===== src/gcb_pkg.sv =====
`timescale 1ns / 1ps
// Shared constants and types for the glyph coverage blender.
package gcb_pkg;

  localparam int unsigned ADDR_W = 4;
  localparam int unsigned IN_DATA_W = 40;
  localparam int unsigned OUT_DATA_W = 32;

  typedef enum logic [1:0] {
    REG_FG_COLOR     = 2'd0,
    REG_BG_COLOR     = 2'd1,
    REG_PIXEL_FORMAT = 2'd2,
    REG_BLEND_MODE   = 2'd3
  } reg_idx_t;

  typedef enum logic [1:0] {
    FMT_RGB565   = 2'd0,
    FMT_ARGB1555 = 2'd1,
    FMT_ARGB8888 = 2'd2,
    FMT_UNUSED   = 2'd3
  } pix_fmt_t;

  typedef enum logic {
    MODE_COVER = 1'b0,
    MODE_ALPHA = 1'b1
  } blend_mode_t;

  typedef enum logic [2:0] {
    KIND_PASS,
    KIND_RGB565,
    KIND_ARGB1555,
    KIND_ARGB8888,
    KIND_FG_COPY
  } blend_kind_t;

  localparam logic [7:0] COV_EMPTY = 8'h00;
  localparam logic [7:0] COV_FULL  = 8'hFF;
  localparam logic [7:0] ALPHA_OPAQUE = 8'hFF;

endpackage


===== src/glyph_coverage_blend_top.sv =====
`timescale 1ns / 1ps
// Glyph coverage blender: four-stage pixel pipeline with an APB register port.
//
// Usage:
//   Input stream s_*: one transaction per pixel; s_tdata carries the 8-bit
//   glyph coverage and the 32-bit destination pixel.
//   Output stream m_*: one transaction per input; m_tdata is the pixel to
//   store, m_tuser is the write enable for the framebuffer.
//   APB port: fg_color at 0x0, bg_color at 0x4, pixel_format at 0x8,
//   blend_mode at 0xC; write only while the pipeline is empty.
// Timing:
//   Four register stages (capture, channel select, multiply, sum and pack).
//   An accepted input passes the capture, channel select, multiply and sum
//   and pack registers; while m_tready is high, one pixel is taken per cycle,
//   since every stage advances whenever its successor can take its contents.
// Reset:
//   Synchronous rst empties the pipeline and clears the configuration registers to zero.
// Backpressure:
//   When m_tready is low, stages fill from the output backward; s_tready
//   drops only once all four stages hold a pixel. Nothing is lost or repeated.
module glyph_coverage_blend_top (
  input  logic                          clk,
  input  logic                          rst,
  input  logic                          s_tvalid,
  output logic                          s_tready,
  // [7:0] coverage, [39:8] dest_pixel
  input  logic [gcb_pkg::IN_DATA_W-1:0] s_tdata,
  output logic                          m_tvalid,
  input  logic                          m_tready,
  // [31:0] pixel_out
  output logic [gcb_pkg::OUT_DATA_W-1:0] m_tdata,
  // [0] write_enable
  output logic                          m_tuser,
  input  logic                          psel,
  input  logic                          penable,
  input  logic                          pwrite,
  input  logic [gcb_pkg::ADDR_W-1:0]    paddr,
  input  logic [31:0]                   pwdata,
  output logic [31:0]                   prdata,
  output logic                          pready
);

  logic [31:0]          fg_color;
  logic [31:0]          bg_color;
  gcb_pkg::pix_fmt_t    pixel_format;
  gcb_pkg::blend_mode_t blend_mode;
  gcb_pkg::reg_idx_t    reg_sel;

  assign pready  = 1'b1;
  assign reg_sel = gcb_pkg::reg_idx_t'(paddr[3:2]);

  always_ff @(posedge clk) begin
    if (rst) begin
      fg_color     <= '0;
      bg_color     <= '0;
      pixel_format <= gcb_pkg::FMT_RGB565;
      blend_mode   <= gcb_pkg::MODE_COVER;
    end else if (psel && penable && pwrite && pready) begin
      unique case (reg_sel)
        gcb_pkg::REG_FG_COLOR:     fg_color <= pwdata;
        gcb_pkg::REG_BG_COLOR:     bg_color <= pwdata;
        gcb_pkg::REG_PIXEL_FORMAT: pixel_format <= gcb_pkg::pix_fmt_t'(pwdata[1:0]);
        gcb_pkg::REG_BLEND_MODE:   blend_mode <= gcb_pkg::blend_mode_t'(pwdata[0]);
      endcase
    end
  end

  always_comb begin
    unique case (reg_sel)
      gcb_pkg::REG_FG_COLOR:     prdata = fg_color;
      gcb_pkg::REG_BG_COLOR:     prdata = bg_color;
      gcb_pkg::REG_PIXEL_FORMAT: prdata = {30'd0, pixel_format};
      gcb_pkg::REG_BLEND_MODE:   prdata = {31'd0, blend_mode};
    endcase
  end

  // Stage ready chain
  logic v1, v2, v3, v4;
  logic rdy1, rdy2, rdy3, rdy4;

  assign rdy4     = !v4 || m_tready;
  assign rdy3     = !v3 || rdy4;
  assign rdy2     = !v2 || rdy3;
  assign rdy1     = !v1 || rdy2;
  assign s_tready = rdy1;

  // Stage 1: capture
  logic [7:0]  cov1;
  logic [31:0] dst1;

  always_ff @(posedge clk) begin
    if (rst) begin
      v1 <= 1'b0;
    end else if (rdy1) begin
      v1 <= s_tvalid;
    end
  end

  always_ff @(posedge clk) begin
    if (rdy1) begin
      cov1 <= s_tdata[7:0];
      dst1 <= s_tdata[39:8];
    end
  end

  // Stage 2: channel select and weights
  logic [31:0]          base1;
  gcb_pkg::blend_kind_t kind1;
  logic [7:0]           bch1 [0:2];
  logic [7:0]           fch1 [0:2];
  logic [7:0]           wgt1;

  always_comb begin
    base1 = (blend_mode == gcb_pkg::MODE_ALPHA) ? dst1 : bg_color;
    kind1 = gcb_pkg::KIND_PASS;
    if (cov1 != gcb_pkg::COV_EMPTY) begin
      unique case (pixel_format)
        gcb_pkg::FMT_RGB565:   kind1 = gcb_pkg::KIND_RGB565;
        gcb_pkg::FMT_ARGB1555: kind1 = gcb_pkg::KIND_ARGB1555;
        gcb_pkg::FMT_ARGB8888: kind1 = (cov1 == gcb_pkg::COV_FULL) ?
                                       gcb_pkg::KIND_FG_COPY : gcb_pkg::KIND_ARGB8888;
        default:               kind1 = gcb_pkg::KIND_PASS;
      endcase
    end
    unique case (pixel_format)
      gcb_pkg::FMT_RGB565: begin
        bch1[0] = {3'd0, base1[15:11]};
        bch1[1] = {2'd0, base1[10:5]};
        bch1[2] = {3'd0, base1[4:0]};
        fch1[0] = {3'd0, fg_color[15:11]};
        fch1[1] = {2'd0, fg_color[10:5]};
        fch1[2] = {3'd0, fg_color[4:0]};
        wgt1    = 8'd0 - cov1;
      end
      gcb_pkg::FMT_ARGB1555: begin
        bch1[0] = {3'd0, base1[14:10]};
        bch1[1] = {3'd0, base1[9:5]};
        bch1[2] = {3'd0, base1[4:0]};
        fch1[0] = {3'd0, fg_color[14:10]};
        fch1[1] = {3'd0, fg_color[9:5]};
        fch1[2] = {3'd0, fg_color[4:0]};
        wgt1    = 8'd0 - cov1;
      end
      default: begin
        bch1[0] = base1[23:16];
        bch1[1] = base1[15:8];
        bch1[2] = base1[7:0];
        fch1[0] = fg_color[23:16];
        fch1[1] = fg_color[15:8];
        fch1[2] = fg_color[7:0];
        wgt1    = ~cov1;
      end
    endcase
  end

  logic [7:0]           cov2;
  logic [31:0]          dst2;
  gcb_pkg::blend_kind_t kind2;
  logic [7:0]           bch2 [0:2];
  logic [7:0]           fch2 [0:2];
  logic [7:0]           wgt2;

  always_ff @(posedge clk) begin
    if (rst) begin
      v2 <= 1'b0;
    end else if (rdy2) begin
      v2 <= v1;
    end
  end

  always_ff @(posedge clk) begin
    if (rdy2) begin
      cov2  <= cov1;
      dst2  <= dst1;
      kind2 <= kind1;
      wgt2  <= wgt1;
      for (int i = 0; i < 3; i++) begin
        bch2[i] <= bch1[i];
        fch2[i] <= fch1[i];
      end
    end
  end

  // Stage 3: channel products
  logic [31:0]          dst3;
  gcb_pkg::blend_kind_t kind3;
  logic [15:0]          pb3 [0:2];
  logic [15:0]          pf3 [0:2];

  always_ff @(posedge clk) begin
    if (rst) begin
      v3 <= 1'b0;
    end else if (rdy3) begin
      v3 <= v2;
    end
  end

  always_ff @(posedge clk) begin
    if (rdy3) begin
      dst3  <= dst2;
      kind3 <= kind2;
      for (int i = 0; i < 3; i++) begin
        pb3[i] <= bch2[i] * wgt2;
        pf3[i] <= fch2[i] * cov2;
      end
    end
  end

  // Stage 4: sum, scale and pack
  logic [16:0] sum3 [0:2];
  logic [7:0]  ch3  [0:2];
  logic [31:0] pix3;

  always_comb begin
    for (int i = 0; i < 3; i++) begin
      sum3[i] = {1'b0, pb3[i]} + {1'b0, pf3[i]};
      ch3[i]  = sum3[i][15:8];
    end
    unique case (kind3)
      gcb_pkg::KIND_RGB565:   pix3 = {16'd0, ch3[0][4:0], ch3[1][5:0], ch3[2][4:0]};
      gcb_pkg::KIND_ARGB1555: pix3 = {16'd0, fg_color[15], ch3[0][4:0], ch3[1][4:0],
                                      ch3[2][4:0]};
      gcb_pkg::KIND_ARGB8888: pix3 = {gcb_pkg::ALPHA_OPAQUE, ch3[0], ch3[1], ch3[2]};
      gcb_pkg::KIND_FG_COPY:  pix3 = fg_color;
      default:                pix3 = dst3;
    endcase
  end

  logic [31:0] pix4;
  logic        we4;

  always_ff @(posedge clk) begin
    if (rst) begin
      v4 <= 1'b0;
    end else if (rdy4) begin
      v4 <= v3;
    end
  end

  always_ff @(posedge clk) begin
    if (rdy4) begin
      pix4 <= pix3;
      we4  <= (kind3 != gcb_pkg::KIND_PASS);
    end
  end

  assign m_tvalid = v4;
  assign m_tdata  = pix4;
  assign m_tuser  = we4;

endmodule

===== config.mk =====
export PLATFORM = sky130hd
export DESIGN_NAME = glyph_coverage_blend_top
export DESIGN_NICKNAME = d
export VERILOG_FILES = /design/src/gcb_pkg.sv /design/src/glyph_coverage_blend_top.sv
export SDC_FILE = /design/constraint.sdc
export NUM_CORES = 1
export LEC_CHECK = 0
export BUFFER_PORTS_ARGS = -buffer_cell sky130_fd_sc_hd__clkbuf_2
export CAP_MARGIN = 10
export CORE_AREA = 3 3 207 209
export CTS_BUF_LIST = sky130_fd_sc_hd__clkbuf_16
export DETAILED_ROUTE_END_ITERATION = 12
export DIE_AREA = 0 0 210 212
export PLACE_DENSITY = 0.87
export SKIP_LAST_GASP = 1
export SLEW_MARGIN = 10
export SYNTH_ARGS = -nofsm -noshare
export SYNTH_HDL_FRONTEND = slang
export SYNTH_SLANG_ARGS = --single-unit

===== constraint.sdc =====
create_clock -name clk -period 8.4 [get_ports clk]
set_input_delay 0.84 -clock clk [delete_from_list [all_inputs] [get_ports clk]]
set_output_delay 0.84 -clock clk [all_outputs]
set_load 0.05 [all_outputs]

**Word level (Yosys, flattened, before mapping)**

Memory sizes are Yosys's and may differ from the RTL's.
Index checks and enable logic that the tools add are counted.

- Add/subtract/negate cells: 4
- Multiply operators: 6
- Equal/unequal tests: 10
- Mux-type cells: 12
- Bitwise operators: 1
- Reduce and logical (&&, ||, !) cells: 19

Operator list:

| cell | count |
|---|---|
| $pmux W32 S4 | 2 |
| $mul A8 B8 Y16 | 6 |
| $pmux W24 S2 | 2 |
| $add A16 B16 Y16 | 3 |
| $mux W24 | 1 |
| $pmux W3 S3 | 1 |
| $eq A8 B8 Y1 const B | 1 |
| $mux W8 | 1 |
| $not A8 Y8 | 1 |
| $reduce_and A2 Y1 | 4 |
| $reduce_bool A8 Y1 | 1 |
| $sub A1 B8 Y8 const A | 1 |
| $eq A2 B2 Y1 const B | 3 |
| $eq A3 B2 Y1 const B | 2 |
| $eq A2 B1 Y1 const B | 2 |
| $logic_not A1 Y1 | 4 |
| $logic_not A2 Y1 | 2 |
| $logic_or A1 B1 Y1 | 4 |
| $mux W1 | 4 |
| $eq A3 B1 Y1 const B | 1 |
| $eq A3 B3 Y1 const B | 1 |
| $mux W3 | 1 |
| $reduce_bool A3 Y1 | 1 |
| $logic_and A1 B1 Y1 | 2 |
| $reduce_or A2 Y1 | 1 |

- Register bits: 230
- RAM bits: 144
- Bits of input ports: 83
- Output and inout port bits: 68
- Word-level logic and storage cells: 74
- Memories: 4

Memories:

| name | depth | bits a word | read ports | clocked after memory_dff | wr ports | RTL line | source |
|---|---|---|---|---|---|---|---|
| pb3 | 3 | 16 | 3 | 0 | 3 | glyph_coverage_blend_top.sv:187 | `logic [15:0] pb3 [0:2];` |
| pf3 | 3 | 16 | 3 | 0 | 3 | glyph_coverage_blend_top.sv:188 | `logic [15:0] pf3 [0:2];` |
| bch2 | 3 | 8 | 3 | 0 | 3 | glyph_coverage_blend_top.sv:159 | `logic [7:0] bch2 [0:2];` |
| fch2 | 3 | 8 | 3 | 0 | 3 | glyph_coverage_blend_top.sv:160 | `logic [7:0] fch2 [0:2];` |

**Depth between registers and ports, before layout**

Gate-level depths: netlist (run 1).

- Depth in word-level cells: 6
- Gate-level depth with buffers: 18

**Least setup slack after synthesis (run 1)**

OpenSTA, ideal clock, no wires.

- Path type: flip-flop to flip-flop
- From: reg cov2[2]
- To: mem pf3[0][15], data pin
- Arrival: 4.190 ns
- Data required time: 8.134 ns
- Setup slack: 3.944 ns
- Stages on the path, launching flop included: 17
- Path buffers: 1
- Path through: edfxtp_1 > clkbuf_1 > and2_1 > fa_1 > fa_1 > inv_1 > fa_1 > fa_1 > inv_1 > ha_1 > o21a_1 > nor2_1 > o21bai_1 > a31o_2 > a41o_1 > o41ai_1 > xnor2_1

RTL lines:

| element | RTL line | source |
|---|---|---|
| start: declaration | glyph_coverage_blend_top.sv:156 | `logic [7:0] cov2;` |
| start signal: assignment | glyph_coverage_blend_top.sv:173 | `cov2 <= cov1;` |
| end: declaration | glyph_coverage_blend_top.sv:188 |  |

==> summary.md, run 1 <==
| Metric | Value |
|---|---|
| Hold Violations, Final | `0` |
| Top-area cell type share of the netlist area | `about 32%` |
| Die Y | `212 um` |
| Diode count | `0` |
| Maxcap violations | `0` |
| Root buffer cell | `clkbuf_16` |
| Initial Util | `68.3%` |
| Most common cell in the netlist | `inv_1` |
| EDFF count, synth | `303` |
| Sequential fraction of the synthesis area | `37.5%` |
| Worst-path maximum fanout | `24` |
| DRC | `0` |
| Rows | `74` |
| Syn nets | `3223` |
| Wire per inst | `20.6 um` |
| Average size of a mapped cell | `10.5 um^2` |
| Overall global routing resource usage | `31.0%` |
| First-pass GRT wire length | `109000 um` |
| Routability congestion estimate | `0.918` |
| Cell taking the most area after synthesis | `edfxtp_1` |
| Post-synthesis instance area | `roughly 28000 um^2` |
| Hold Buf Count CTS | `0` |
| Outcome | `complete, no violations` |
| # IOs | `151` |
| Vias in the first global route | `21.0k` |
| Port bufs | `~150` |
| YS warnings | `0` |
| FF+latch area | `about 11000 um^2` |
| DRT Pass-1 Iters | `6` |
| Die area | `44500 um^2` |
| Clock buffer depth | `3` |
| Leakage | `0.0147 uW` |
| Slew headroom | `13.9%` |
| Setup CP Type | `flop to flop` |
| Core area | `41000 um^2` |
| Footprint of the multi-input gates | `16000 um^2` |
| CP Data Arrival Time | `5.55 ns` |
| Worst-Skew Late Latency | `0.56 ns` |
| Worst setup SP type | `flop` |
| H-tree Lvls | `2` |
| Setup TNS | `0 ns` |
| WHS | `0.413 ns` |
| HPWL Detailed | `49600 um` |
| Clk slew on worst S/H paths | `approximately 0.060 ns` |
| Top post-synthesis cells by count | `inv_1, and2_1, nand2_1` |
| Setup-failing EPs final | `0` |
| Pwr dens | `about 130 nW/um^2` |
| FFs w/ async S/R, synth | `0%` |
| Initial antenna violation count | `1` |
| Initial DRC count | `about 1.7k` |
| Worst slew pin tran | `between 1 and 1.5 ns` |
| DR vias | `20.4k` |
| Share of layout cells above drive strength 1 | `9.04%` |
| Area Growth Syn to Fin | `8.45%` |
| Total Wirelength | `68500 um` |
| Vias/cell | `6.13` |
| Number of buffers created by CTS | `39` |
| Clock Skews | `0.0266 ns` |
| Die W | `210 um` |
| Layout filler cell count | `between 2k and 3k` |
| Sink Count | `374` |
| Top FF cell, synth | `edfxtp_1` |
| Synth top area cells | `edfxtp_1, fa_1, ha_1, and2_1, dfxtp_1` |
| Max-slew violations | `0` |
| Final Critical Period | `5.26 ns` |
| Routed Antenna Nets | `0` |
| Endpoint class of the critical path | `flop` |
| Flops & latches, synth | `374` |
| Mapped Cells | `2664` |
| Synth unique cells | `64` |
| Layout Nets | `between 3k and 4k` |
| Post_cts resized | `0` |
| RSZ-0062 raised after global routing | `no` |
| FMAX | `190 MHz` |
| Grt ovf | `0` |
| Worst IR Drop VDD | `185 uV` |
| Fin crit share | `62.6%` |
| Hold Crit Class | `flop to flop` |
| Required @ worst endpoint | `8.69 ns` |
| Largest net degree at the start of global routing | `77` |
| Post-CTS setup repair buffer count | `0` |
| CTS tree | `yes` |
[final timing paths]
path              depth (start not counted)              endpoint               start  slack (ns)
setup / recovery                         15  pb3[0][47]$_DFFE_PP_   wgt2[5]$_DFFE_PP_        3.14
hold / removal                            0    dst3[24]$_DFFE_PP_  dst2[24]$_DFFE_PP_        0.41
hold reg to reg                           0    dst3[24]$_DFFE_PP_  dst2[24]$_DFFE_PP_        0.41
setup reg to reg                         15  pb3[0][47]$_DFFE_PP_   wgt2[5]$_DFFE_PP_        3.14
[stage by stage]
step	power, uW	util [%]	area (um^2)	instances	worst slack [ns]
after global routing	4190	74.1	30400	3330	2.95
after CTS	4090	74.1	30400	3330	3.24
after floorplan	2330	-	28000	2664	3.94
after global placement	2430	71.1	29200	3261	3.41
final	4090	74.1	30400	3330	3.14
after detailed placement	2450	71.1	29200	3261	3.27
[area by class of cell]
class	instances	share of cell area, %
multi-input cells	1875	52.5
flip-flops and latches	374	34.6
inverters	322	3.99
clock buffers	41	3.38
repair buffers	158	2.69
well taps	532	2.19
clock inverters	28	0.622
[state kept, by name, summed over array words and instances, names as in the netlist, 32 cells and up]
signal    cells
pb3          48
pf3          48
bg_color     32
dst1         32
dst2         32
dst3         32
fg_color     32
m_tdata      32
[report_power, final]
part	switching, uW	internal [uW]
registers	87.1	2060
logic	174	103
clock network	718	943
total	979	3110
[cell families (layout without fill, tap and decap cells)]
family / after synthesis / count (layout) / synth area share, %
DFF: 374 / 374 / 37.5
other: 1 / 1 / 0.0134
and+or+nand+nor: 881 / 881 / 15.6
adders and majority gates: 476 / 476 / 27.0
xor gates and xnor gates: 102 / 102 / 3.19
AOI/OAI and AO/OA: 320 / 320 / 7.16
muxes: 95 / 95 / 3.90
buffers and inverters: 415 / 549 / 5.57
[per-layer routing]
| metal | track usage (%) | routed length [um] | share of wire [%] |
|---|---|---|---|
| met5 | 0 | 14 | 0.020 |
| met4 | 11.9 | 2510 | 3.7 |
| met2 | 52.6 | 33300 | 49 |
| met1 | 40.6 | 26300 | 38 |
| met3 | 5.16 | 6460 | 9.4 |
[layout by cell type (no fill, tap or decap), types with 10 or more instances in the layout]
cell type,instances
inv_1,333
and2_1,314
nand2_1,310
edfxtp_1,303
ha_1,260
fa_1,216
a21oi_1,147
clkbuf_2,147
nor2_1,126
xnor2_1,79
mux2i_1,71
dfxtp_1,70
clkbuf_16,41
o21ai_0,38
nor2b_1,30
nand3_1,24
xor2_1,23
nor3_1,22
a21o_1,21
a31oi_1,16
mux2_2,14
o21a_1,12
a221o_1,11
buf_4,11
and3_1,10
mux4_2,10
[worst max-delay path: stages, from the launching register on]
cell      delay [ns]
edfxtp_1        1.07
nand2_1         0.18
fa_1            0.55
fa_1            0.49
inv_1           0.05
fa_1            0.47
inv_1           0.05
fa_1            0.47
inv_1           0.04
ha_1            0.33
inv_1           0.11
o21bai_1        0.10
a31o_2          0.28
a41o_1          0.28
o41ai_1         0.39
xnor2_1         0.13
Power figures use the tool's default switching activity.
==> run 2: changes to the inputs <==
ABC_AREA = 1   (was unset)
CORE_AREA = 3 3 230 232   (was 3 3 207 209)
DIE_AREA = 0 0 233 235   (was 0 0 210 212)
PLACE_DENSITY = 0.77   (was 0.87)
clock period = 4.4 ns   (was 8.4 ns; I/O delays follow)
==> run 2 against run 1 <==
Clock power increased by 120%. Hold slack got worse by 0.37 ns. Area after synthesis increased by 3.5%. Die area increased by 23%. Sequential share of layout area decreased by 2.5 points. Register-to-register slack got worse by 3.0 ns. Via count increased by 10%. Count of clock-buffer cells in the layout increased by 3. Final cell count increased by 27%. Final area increased by 7.7%. Largest power group unchanged.
==> summary.md, run 2 <==
| Metric | Value |
|---|---|
| Root buffer cell | `clkbuf_16` |
| CTS tree | `yes` |
| Top post-synthesis cells by count | `nand2_1, inv_1, edfxtp_1` |
| Overall global routing resource usage | `between 20% and 30%` |
| Layout filler cell count | `between 4k and 5k` |
| YS warnings | `0` |
| HPWL Detailed | `55800 um` |
| Post-Synth Adder-Cell Area | `26.1%` |
| Most common cell in the netlist | `nand2_1` |
| Post-synthesis compound-gate area fraction | `7.15%` |
| Hold Crit Class | `input pin to flop` |
| Post-Synth Simple-Gate Area | `15.4%` |
| Cell taking the most area after synthesis | `edfxtp_1` |
| Outcome | `complete, no violations` |
| Wire per inst | `17.6 um` |
| Final Critical Period | `4.30 ns` |
| Worst R2R Start | `wgt2[2]$_DFFE_PP_` |
| Post-DP Area | `30800 um^2` |
| Synth unique cells | `44` |
| Pwr dens | `261 nW/um^2` |
| Mapped Cells | `3344` |
| CP Data Arrival Time | `4.61 ns` |
| Footprint of the multi-input gates | `approximately 15000 um^2` |
| Maxcap violations | `0` |
| Setup CP Type | `flop to flop` |
| Routed Antenna Nets | `0` |
| Flops & latches, synth | `between 300 and 400` |
| Grt ovf | `0` |
| Diode count | `0` |
| Post-synthesis instance area | `29000 um^2` |
| Worst-Skew Late Latency | `0.57 ns` |
| FFs w/ async S/R, synth | `0%` |
| Area Growth Syn to Fin | `12.8%` |
| Worst IR Drop VDD | `320 uV` |
| Clock Skews | `0.0202 ns` |
| Worst slew pin tran | `roughly 1.1 ns` |
| Crit-path slowest cell | `fa_1` |
| Bufs and invs on worst path | `8` |
| DR vias | `22.4k` |
| Clock buffer depth | `3` |
| Largest net degree at the start of global routing | `80` |
| Max-slew violations | `0` |
| Worst Setup EP | `pb3[0][12]$_DFFE_PP_` |
| Die area | `54800 um^2` |
| Top-area cell type share of the netlist area | `31.4%` |
| Layout Nets | `about 4.1k` |
| Setup TNS | `0 ns` |
| Top FF cell, synth | `edfxtp_1` |
| Vias/cell | `5.31` |
| Slew headroom | `approximately a quarter` |
| R2r worst-path depth | `19` |
| Mux cell area share after synthesis | `0.207%` |
| DRT Pass-1 Iters | `5` |
| FMAX | `233 MHz` |
| Initial Util | `56.6%` |
| Hold Violations, Final | `0` |
| Core area | `~51000 um^2` |
| Average size of a mapped cell | `8.67 um^2` |
| Port bufs | `147` |
| Syn nets | `around 3.9k` |
| Sequential fraction of the synthesis area | `36.3%` |
| Routability congestion estimate | `around 0.94` |
| Endpoint class of the critical path | `flop` |
| Final std cells w/o fill | `4224` |
| Share of layout cells above drive strength 1 | `11.3%` |
| CP Depth | `19` |
| Leakage | `0.0183 uW` |
| Clk slew on worst S/H paths | `0.06 ns` |
| Initial DRC count | `between 2k and 2.5k` |
| Fin crit share | `97.7%` |
| Most common cell after layout, fill and taps aside | `inv_1` |
| EDFF count, synth | `303` |
| Worst-path maximum fanout | `6` |
| H-tree Lvls | `2` |
| Crit path max-delay family | `adder cells` |
| Largest family of logic cells by synthesized area | `adder cells` |
| Most Frequent Cell on Critical Path | `inv_1` |
| # IOs | `151` |
| Critical-path cell list | `buf_6, buf_12, nand2_1, inv_1, fa_1, inv_1, fa_1, inv_1, fa_1, inv_1, fa_1, inv_1, ha_4, buf_4, nand2_1, nor2_1, a21oi_2, o21ai_2, xor2_1` |
| Delay of the slowest critical-path stage | `0.53 ns` |
| Die Y | `approximately 240 um` |
| FF+latch area | `10500 um^2` |
| Die W | `233 um` |
| Setup-failing EPs final | `0` |
| R2R Setup Slk | `0.10 ns` |
| Commonest cells after routing, fill and taps aside | `inv_1, nand2_1, edfxtp_1` |
| Number of buffers created by CTS | `42` |
| Sink Count | `374` |
| Top flop regs | `pb3: 48 flops, pf3: 48 flops` |
| Initial antenna violation count | `0` |
| RSZ-0062 raised after global routing | `yes` |
| Worst setup SP type | `flop` |
| R2r endpoint | `pb3[0][12]$_DFFE_PP_` |
| DRC | `0` |
| Cells after DPL | `4133` |
| Rows | `83` |
| Synth top area cells | `edfxtp_1, fa_1, ha_1, nand2_1, inv_1` |
| Post-Synth XOR/XNOR Area | `2.36%` |
| Design area | `32700 um^2` |
| Required @ worst endpoint | `4.72 ns` |
| Worst setup path startpoint | `wgt2[2]$_DFFE_PP_` |
| Vias in the first global route | `around 22k` |
| First-pass GRT wire length | `115000 um` |
| Total Wirelength | `74300 um` |
==> run 2: changes by cell type after synthesis, sizes merged, moves of 26 or more <==
cell	change
nand2	+506
inv	+502
and2	-310
mux2i	-65
nand3	+63
o21ai	+62
xnor2	-50
a211oi	+43
nor2b	-30
xor2	+26
==> run 2: worst min path at each step <==
stage,cells past startpoint,slack [ns],startpoint,to
6_report,1,0.04,s_tdata[20],dst1[12]$_DFFE_PP_
5_1_grt,1,0.03,s_tdata[18],dst1[10]$_DFFE_PP_
4_1_cts,1,0.02,s_tdata[2],cov1[2]$_DFFE_PP_
3_5_place_dp,0,0.40,dst2[14]$_DFFE_PP_,dst3[14]$_DFFE_PP_
3_3_place_gp,0,0.40,dst2[16]$_DFFE_PP_,dst3[16]$_DFFE_PP_
2_1_floorplan,0,0.40,dst1[24]$_DFFE_PP_,dst2[24]$_DFFE_PP_
==> run 2: per-layer routing <==
| layer | vias to the layer above | global-route usage [%] | share of wire (%) |
|---|---|---|---|
| met2 | 962 | 44.3 | 47 |
| li1 | 10700 | - | - |
| met3 | 179 | 4.33 | 8.4 |
| met4 | 0 | 8.59 | 3.7 |
| met5 | - | 0 | 0 |
| met1 | 10600 | 36.2 | 40 |
==> run 2: what timing repair did <==
item                                    CTS  global route
pin swaps                                 0            19
hold buffers                              0             0
gates resized for setup                   0            86
gates cloned                              0             2
buffers inserted                          2            11
endpoints found under the setup margin    4            31
==> run 2: cell families after synthesis <==
family,after synthesis
simple gates,1116
buf+inv,946
fa+ha+maj,476
flops,374
compound gates,347
xor+xnor,78
mux,6
other cells,1
==> run 2: stage by stage <==
step / power (uW) / hold WS, ns / worst slack, ns / util [%]
finish: 8550 / 0.0387 / 0.102 / 63.9
global route: 8810 / 0.0279 / -0.115 / 63.9
CTS: 8540 / 0.0193 / 0.00230 / 62.9
detailed placement: 4950 / 0.405 / 0.00821 / 60.2
global placement: 4930 / 0.401 / 0.0546 / 60.2
floorplan: 4620 / 0.400 / -1.07 / -
==> run 2: power breakdown <==
part	switching (uW)	leakage, uW	internal [uW]	total [uW]
clock network	1490	0.000716	2110	3610
logic	588	0.0135	297	885
registers	97.7	0.00407	3960	4060
total	2180	0.0183	6370	8550
==> run 2: final cells by class <==
class	instances	area share, %
clock buffers	44	3.36
repair buffers	247	4.95
well taps	680	2.60
clock inverters	32	0.899
multi-input cells	2024	46.6
flip-flops and latches	374	32.2
inverters	823	9.46
